`config.mk`:
```
export PLATFORM = sky130hd
export DESIGN_NAME = sliding_window_maximum_flat
export DESIGN_NICKNAME = d
export VERILOG_FILES = /design/src/hw/rtl/swm_pkg.sv /design/src/hw/rtl/swm_if.sv /design/src/hw/rtl/swm_cell.sv /design/src/hw/rtl/swm_ctrl.sv /design/src/hw/rtl/sliding_window_maximum.sv /design/src/flat_wrapper.sv
export SDC_FILE = /design/constraint.sdc
export NUM_CORES = 2
export LEC_CHECK = 0
export BUFFER_PORTS_ARGS = -buffer_cell sky130_fd_sc_hd__buf_2
export CAP_MARGIN = 20
export CORE_MARGIN = 1.5
export CORE_UTILIZATION = 60
export CTS_CLUSTER_SIZE = 8
export DETAILED_ROUTE_END_ITERATION = 12
export GPL_TIMING_DRIVEN = 1
export PLACE_DENSITY_LB_ADDON = 0.05
export SYNTH_ARGS = -nofsm -noshare
export SYNTH_HDL_FRONTEND = slang
export SYNTH_HIERARCHICAL = 1
export SYNTH_SLANG_ARGS = --single-unit
```
`constraint.sdc`:
```
create_clock -name clk_i -period 33 [get_ports clk_i]
set_input_delay 3.3 -clock clk_i [delete_from_list [all_inputs] [get_ports clk_i]]
set_output_delay 3.3 -clock clk_i [all_outputs]
set_load 0.01 [all_outputs]
```
`src/hw/rtl/swm_pkg.sv`:
```
// shared constants and types for the sliding window maximum block
`timescale 1ns / 1ps
package swm_pkg;

  localparam int SampleW   = 32;
  localparam int MaxWindow = 32;
  localparam int CfgW      = 6;
  localparam int CntW      = $clog2(MaxWindow + 1);
  localparam int IdxW      = $clog2(MaxWindow);

  typedef logic signed [SampleW-1:0] sample_t;
  typedef logic [CfgW-1:0]           cfg_t;
  typedef logic [CntW-1:0]           cnt_t;
  typedef logic [IdxW-1:0]           idx_t;

  typedef struct packed {
    logic emit;
    idx_t sel;
  } swm_ctrl_t;

endpackage

```
`src/hw/rtl/swm_if.sv`:
```
// valid/ready channel interfaces for samples, results and configuration
`timescale 1ns / 1ps
interface swm_in_if;
  logic             valid;
  logic             ready;
  swm_pkg::sample_t sample;
  logic             first_of_array;

  modport source (output valid, output sample, output first_of_array, input ready);
  modport sink   (input valid, input sample, input first_of_array, output ready);
endinterface

interface swm_out_if;
  logic             valid;
  logic             ready;
  swm_pkg::sample_t window_max;

  modport source (output valid, output window_max, input ready);
  modport sink   (input valid, input window_max, output ready);
endinterface

interface swm_cfg_if;
  logic          valid;
  logic          ready;
  swm_pkg::cfg_t data;

  modport source (output valid, output data, input ready);
  modport sink   (input valid, input data, output ready);
endinterface

```
`src/hw/rtl/swm_cell.sv`:
```
// one window cell: running maximum of the newest samples up to its depth
`timescale 1ns / 1ps
module swm_cell (
  input  logic             clk_i,
  input  logic             en_i,
  input  swm_pkg::sample_t sample_i,
  input  swm_pkg::sample_t prev_i,
  output swm_pkg::sample_t nxt_o,
  output swm_pkg::sample_t max_o
);
  import swm_pkg::*;

  sample_t max_q;
  sample_t max_d;

  assign max_d = (prev_i > sample_i) ? prev_i : sample_i;
  assign nxt_o = max_d;
  assign max_o = max_q;

  always_ff @(posedge clk_i) begin
    if (en_i) begin
      max_q <= max_d;
    end
  end

endmodule

```
`src/hw/rtl/swm_ctrl.sv`:
```
// window size register, fill count and result decision
`timescale 1ns / 1ps
module swm_ctrl (
  input  logic               clk_i,
  input  logic               rst_ni,
  input  logic               cfg_we_i,
  input  swm_pkg::cfg_t      cfg_data_i,
  input  logic               accept_i,
  input  logic               first_i,
  output swm_pkg::swm_ctrl_t ctrl_o
);
  import swm_pkg::*;

  cfg_t ws_q;
  cnt_t fill_q;
  cnt_t fill_d;
  cnt_t fill_base;
  cnt_t fill_inc;
  cnt_t k;
  logic emit;

  always_comb begin
    if (ws_q == '0) begin
      k = CntW'(1);
    end else if (ws_q > CfgW'(MaxWindow)) begin
      k = CntW'(MaxWindow);
    end else begin
      k = CntW'(ws_q);
    end
    fill_base = first_i ? '0 : fill_q;
    fill_inc  = (fill_base < CntW'(MaxWindow)) ? fill_base + CntW'(1) : fill_base;
    emit      = (fill_inc >= k);
    fill_d    = emit ? k - CntW'(1) : fill_inc;
  end

  assign ctrl_o.emit = emit;
  assign ctrl_o.sel  = IdxW'(k - CntW'(1));

  always_ff @(posedge clk_i or negedge rst_ni) begin
    if (!rst_ni) begin
      ws_q   <= CfgW'(1);
      fill_q <= '0;
    end else begin
      if (cfg_we_i) begin
        ws_q <= cfg_data_i;
      end
      if (accept_i) begin
        fill_q <= fill_d;
      end
    end
  end

endmodule

```
`src/hw/rtl/sliding_window_maximum.sv`:
```
// sliding window maximum: top level with the cell chain and output register
// a result is registered and shown in the cycle after the sample that completes the window
// throughput: one sample per cycle unless stalled; all max cells update in one step
// each cell takes max(new sample, left neighbor), so the window size only picks a tap
// a full output register stalls input only while its result is not taken
// reset clears fill count, output valid and sets window size to 1; cells need no reset
`timescale 1ns / 1ps
module sliding_window_maximum (
  input  logic       clk_i,
  input  logic       rst_ni,
  swm_in_if.sink     in_i,
  swm_out_if.source  out_o,
  swm_cfg_if.sink    cfg_i
);
  import swm_pkg::*;

  sample_t   cell_nxt [MaxWindow];
  sample_t   cell_max [MaxWindow];
  swm_ctrl_t ctrl;
  logic      accept;
  logic      out_valid_q;
  sample_t   out_data_q;

  assign cfg_i.ready = 1'b1;
  assign in_i.ready  = !out_valid_q || out_o.ready;
  assign accept      = in_i.valid && in_i.ready;

  swm_ctrl u_ctrl (
    .clk_i      (clk_i),
    .rst_ni     (rst_ni),
    .cfg_we_i   (cfg_i.valid),
    .cfg_data_i (cfg_i.data),
    .accept_i   (accept),
    .first_i    (in_i.first_of_array),
    .ctrl_o     (ctrl)
  );

  for (genvar j = 0; j < MaxWindow; j++) begin : g_cell
    sample_t prev;
    if (j == 0) begin : g_head
      assign prev = in_i.sample;
    end else begin : g_body
      assign prev = cell_max[j-1];
    end
    swm_cell u_cell (
      .clk_i    (clk_i),
      .en_i     (accept),
      .sample_i (in_i.sample),
      .prev_i   (prev),
      .nxt_o    (cell_nxt[j]),
      .max_o    (cell_max[j])
    );
  end

  always_ff @(posedge clk_i or negedge rst_ni) begin
    if (!rst_ni) begin
      out_valid_q <= 1'b0;
    end else if (accept) begin
      out_valid_q <= ctrl.emit;
    end else if (out_o.ready) begin
      out_valid_q <= 1'b0;
    end
  end

  always_ff @(posedge clk_i) begin
    if (accept && ctrl.emit) begin
      out_data_q <= cell_nxt[ctrl.sel];
    end
  end

  assign out_o.valid      = out_valid_q;
  assign out_o.window_max = out_data_q;

endmodule

```
`src/flat_wrapper.sv`:
```
// flat-port wrapper written by rule: the top's interface ports become plain ports
module sliding_window_maximum_flat import swm_pkg::*;
  (clk_i, rst_ni, in_i_valid, in_i_sample, in_i_first_of_array, in_i_ready, out_o_valid, out_o_window_max, out_o_ready, cfg_i_valid, cfg_i_data, cfg_i_ready);
  swm_in_if in_i_i ();
  swm_out_if out_o_i ();
  swm_cfg_if cfg_i_i ();
  input  logic clk_i;
  input  logic rst_ni;
  input wire logic [$bits(in_i_i.valid)-1:0] in_i_valid;
  input wire logic [$bits(in_i_i.sample)-1:0] in_i_sample;
  input wire logic [$bits(in_i_i.first_of_array)-1:0] in_i_first_of_array;
  output wire logic [$bits(in_i_i.ready)-1:0] in_i_ready;
  output wire logic [$bits(out_o_i.valid)-1:0] out_o_valid;
  output wire logic [$bits(out_o_i.window_max)-1:0] out_o_window_max;
  input wire logic [$bits(out_o_i.ready)-1:0] out_o_ready;
  input wire logic [$bits(cfg_i_i.valid)-1:0] cfg_i_valid;
  input wire logic [$bits(cfg_i_i.data)-1:0] cfg_i_data;
  output wire logic [$bits(cfg_i_i.ready)-1:0] cfg_i_ready;
  assign in_i_i.valid = in_i_valid;
  assign in_i_i.sample = in_i_sample;
  assign in_i_i.first_of_array = in_i_first_of_array;
  assign in_i_ready = in_i_i.ready;
  assign out_o_valid = out_o_i.valid;
  assign out_o_window_max = out_o_i.window_max;
  assign out_o_i.ready = out_o_ready;
  assign cfg_i_i.valid = cfg_i_valid;
  assign cfg_i_i.data = cfg_i_data;
  assign cfg_i_ready = cfg_i_i.ready;
  sliding_window_maximum u_core (.clk_i(clk_i), .rst_ni(rst_ni), .in_i(in_i_i), .out_o(out_o_i), .cfg_i(cfg_i_i));
endmodule
```
# Yosys cells after proc, flatten, opt, wreduce, memory -nomap -nowiden
# Cells that the tools add are included.
[op_classes] bitwise=1 n_reduce_logical=6 add_sub_neg=2 order_cmp=35 mux=41
[op_table] operator="32-bit two-way mux" count=33
[op_table] operator="32-bit > comparator" count=31
[op_table] operator="32-bit binary-select mux with 5-bit select" count=1
[op_table] operator="6-bit two-way mux" count=5
[op_table] operator="6-bit by 1-bit adder with 6-bit output, second input constant" count=1
[op_table] operator="6-bit greater-or-equal comparator" count=1
[op_table] operator="6-bit greater-or-equal comparator, second input constant" count=1
[op_table] operator="6-bit > comparator, second input constant" count=1
[op_table] operator="6-bit zero test" count=1
[op_table] operator="6-bit less-than comparator, second input constant" count=1
[op_table] operator="5-bit inverter with 6-bit output" count=1
[op_table] operator="6-bit by 1-bit subtractor with 6-bit output, second input constant" count=1
[op_table] operator="1-bit logical AND" count=2
[op_table] operator="1-bit two-way mux" count=2
[op_table] operator="2-bit nonzero test" count=1
[op_table] operator="1-bit zero test" count=1
[op_table] operator="1-bit logical OR" count=1
[totals] output_inout_bits=35 reg_bits=1037 in_bits=44

# Depth between registers and ports, before layout
[depth] word_depth=8 ltp_mapped=15

# By module
# The synthesis kept the hierarchy.
[by_module_without_submodules] module="swm_cell" n_inst=32 seq_area_each_um2=960.9 cells_each=180 area_each_um2=2349.8
[by_module_without_submodules] module="sliding_window_maximum" n_inst=1 seq_area_each_um2=985.9 cells_each=1198 area_each_um2=9907.0
[by_module_without_submodules] module="swm_ctrl" n_inst=1 seq_area_each_um2=301.5 cells_each=101 area_each_um2=905.9

# Worst setup path after synthesis
# Ideal clock, no wire load.
[synth_path] path_type="in2reg" start="input port out_o_ready" end="register u_core.g_cell[0].u_cell.max_q[0] (enable)" required_ns=31.465 arrival_time_ns=26.632 path_slack_ns=4.833 path_stages=2 setup_time_ns=1.535 n_path_buf=0 path_cell_list="nand2b_1 -> and2_1"
[synth_via] elab_chain_cells=2
[synth_rtl] item="start, declared" line_no="flat_wrapper.sv:15" text="input wire logic [$bits(out_o_i.ready)-1:0] out_o_ready;"
[synth_rtl] item="1-bit logical OR" line_no="sliding_window_maximum.sv:25" text="assign in_i.ready = !out_valid_q || out_o.ready;"
[synth_rtl] item="1-bit logical AND" line_no="sliding_window_maximum.sv:26" text="assign accept = in_i.valid && in_i.ready;"
[synth_rtl] item="via u_core.accept" line_no="sliding_window_maximum.sv:20" text="logic accept;"
[synth_rtl] item="end signal, assigned" line_no="swm_cell.sv:22" text="max_q <= max_d;"
[synth_rtl] item="end, declared" line_no="swm_cell.sv:13" text="sample_t max_q;"
# The timed path passes the listed nets, and every way through them passes these cells.
# A chain may end at the register's enable or synchronous reset.

==> metrics.txt <==
largest net degree at the start of global routing=154; final hold vios=0; commonest cells after routing, fill and taps aside=1094 x inv_1, 1032 x ha_1, 1024 x edfxtp_1; Reg2Reg Launch Point=u_core/u_ctrl/ws_q[2]; Max FO, Critical Path=46; r2r endpoint=u_core/out_o.window_max[1]; TritonRoute pass-1 iters=6; die extent in x=379 um; first-pass GRT wire length=360 mm; critical path's largest stage delay=around 0.7 ns; CTS Sinks=1037; Area growth, synth to finish=5.34%; Worst Path Arrival=~8.8 ns; most common cell after layout, fill and taps aside=inv_1; Die ar.=144000 sq um; RD Place Congestion=0.925; Avg Cell Area, Syn=12.1 sq um; Fin Setup TNS=0 ns; root buffer cell=clkbuf_16; clock-pin transition on the worst setup and hold timing paths=0.05 ns; Post-CTS Setup Bufs=0; Max Root-Sink Buffers=3; Critical Path Slowest Stage Cell=o221a_4; Hold Path Class=flop to flop; type of origin of the critical path=primary input; vias=roughly 57000; Slew Limit Fails=0; CTS Buf Count=between 100 and 150; Initial Util=60.7%; # rows=between 100 and 150; antenna-violating nets left=0; status=finished clean; Setup violations, final=0; cell family with most CP delay=simple AND/OR/NAND/NOR gates; Hold Path End=u_core/out_o.valid; Worst R2R Setup Slack=27.18 ns; I/O pin cnt=around 80; GRT Total Usage=33.5%; final core occ=64.0%; post-layout min period=8.30 ns; total wire length=243 mm; RSZ-0062 raised after global routing=no; dpl hpwl=~180 mm; Ys Warns=6; CTS tree=yes; post-cts sizing count=0; cts hold-fix bufs=0; First DRT Iteration DRCs=~4700; sequence of cells on the critical path=buf_2 -> buf_4 -> inv_1 -> ha_1 -> nand4_1 -> nor4_4 -> nand4_2 -> or3_1 -> o2111ai_1 -> o221a_4 -> mux2_4 -> mux2i_1 -> a22o_1 -> nor3_1 -> a31oi_1 -> nand3_1; critical path class=primary input to flop; Avg WL per Cell=27.0 um; hold path startpoint=u_core/out_o.valid; Buf/Inv on CP=3; Relative slew margins=between 10% and 20%; worst reg2reg path depth=12; Leak=44.3 nW; total core area=~140000 sq um; # Max-Cap Violations=0; fin crit share=approximately a quarter; initial antenna violation count=6; share of cells above drive strength 1=21.1%; Pwr Density=78.2 nW/um^2; Syn Nets=8103; Critical Path Sink Type=flop; vias in the first global route=57300; Final nets=8169; Netlist Area Pre-Place=~85000 sq um; Worst Skew=0.0216 ns; Clk Latency, worst-skew pair=0.78 ns; Die Ht=about 380 um; Cells on Worst Hold Path=2; Congestion Overflow GR=0; Max IR drop VDD=59.7 uV; fmax=121 MHz; Buffers on Ports=77; CTS H-Tree Depth=4; Worst Tran Pin Value=1.26 ns; CP Data Required Time=33.47 ns; cells after synthesis=7027; Via density=6.29; DR DRC count=0
==> layout make-up <==
type / instances / area, sq um
Timing Repair Buffer: 142 / 911
Clock buffer: 167 / 3880
Multi-Input combinational cell: 4667 / 47200
Fill cell: 10800 / 50500
Tap cell: 1876 / 2350
Antenna cell: 4 / 10.0
Clock inverter: 7 / 51.3
Sequential cell: 1037 / 31100
Inverter: 1096 / 4120
==> registers in the layout, summed over array words and instances (netlist names) <==
signal                      flops
u_core/g_cell.u_cell/max_o    992
u_core/out_o.window_max        32
u_core/out_o.valid              1
u_core/u_ctrl/fill_q            6
u_core/u_ctrl/ws_q              6
==> metrics by stage <==
| step | instance area (sq um) | power (W) | hold WS (ns) | std cells | setup WS, ns |
|---|---|---|---|---|---|
| after floorplan | 85000 | 0.00504 | 0.516 | 7027 | 5.59 |
| after global placement | 85600 | 0.00549 | 0.526 | 8818 | 24.18 |
| after detailed placement | 85600 | 0.00557 | 0.538 | 8818 | 24.00 |
| after CTS | 89600 | 0.00699 | 0.560 | 8992 | 24.83 |
| after global routing | 89600 | 0.00734 | 0.591 | 8992 | 24.59 |
| final | 89600 | 0.00700 | 0.549 | 8996 | 24.70 |
==> report_power, final <==
group	internal (W)	switching [W]	leakage [nW]	total, W
combinational	0.00154	0.00177	32.3	0.00331
sequential	0.00204	0.000258	10.1	0.00230
clock	0.000815	0.000580	1.93	0.00140
==> worst max path at each step <==
stage | from | end | cells past startpoint | slack [ns]
2_1_floorplan | out_o_ready | u_core/g_cell[0].u_cell/max_o[0] | 2 | 5.59
3_3_place_gp | in_i_sample[24] | u_core/out_o.window_max[2] | 16 | 24.18
3_5_place_dp | in_i_sample[24] | u_core/out_o.window_max[2] | 16 | 24.00
4_1_cts | in_i_sample[24] | u_core/out_o.window_max[2] | 16 | 24.83
5_1_grt | in_i_sample[24] | u_core/out_o.window_max[22] | 16 | 24.59
6_report | in_i_sample[27] | u_core/out_o.window_max[2] | 16 | 24.70
==> layer usage <==
layer / track usage [%] / part of all wire [%] / vias up
li1: - / - / 26100
met1: 43.6 / 42 / 28100
met2: 55.1 / 47 / 2016
met3: 4.86 / 6.5 / 439
met4: 15.5 / 4.9 / 4
met5: 0 / 0.011 / -
==> worst min-delay path, delay by kind of cell (launching register included) <==
family           cells  cell delay (ns)
DFF                  1             0.34
and+or+nand+nor      2             0.17
(Power assumes the default switching activity.)
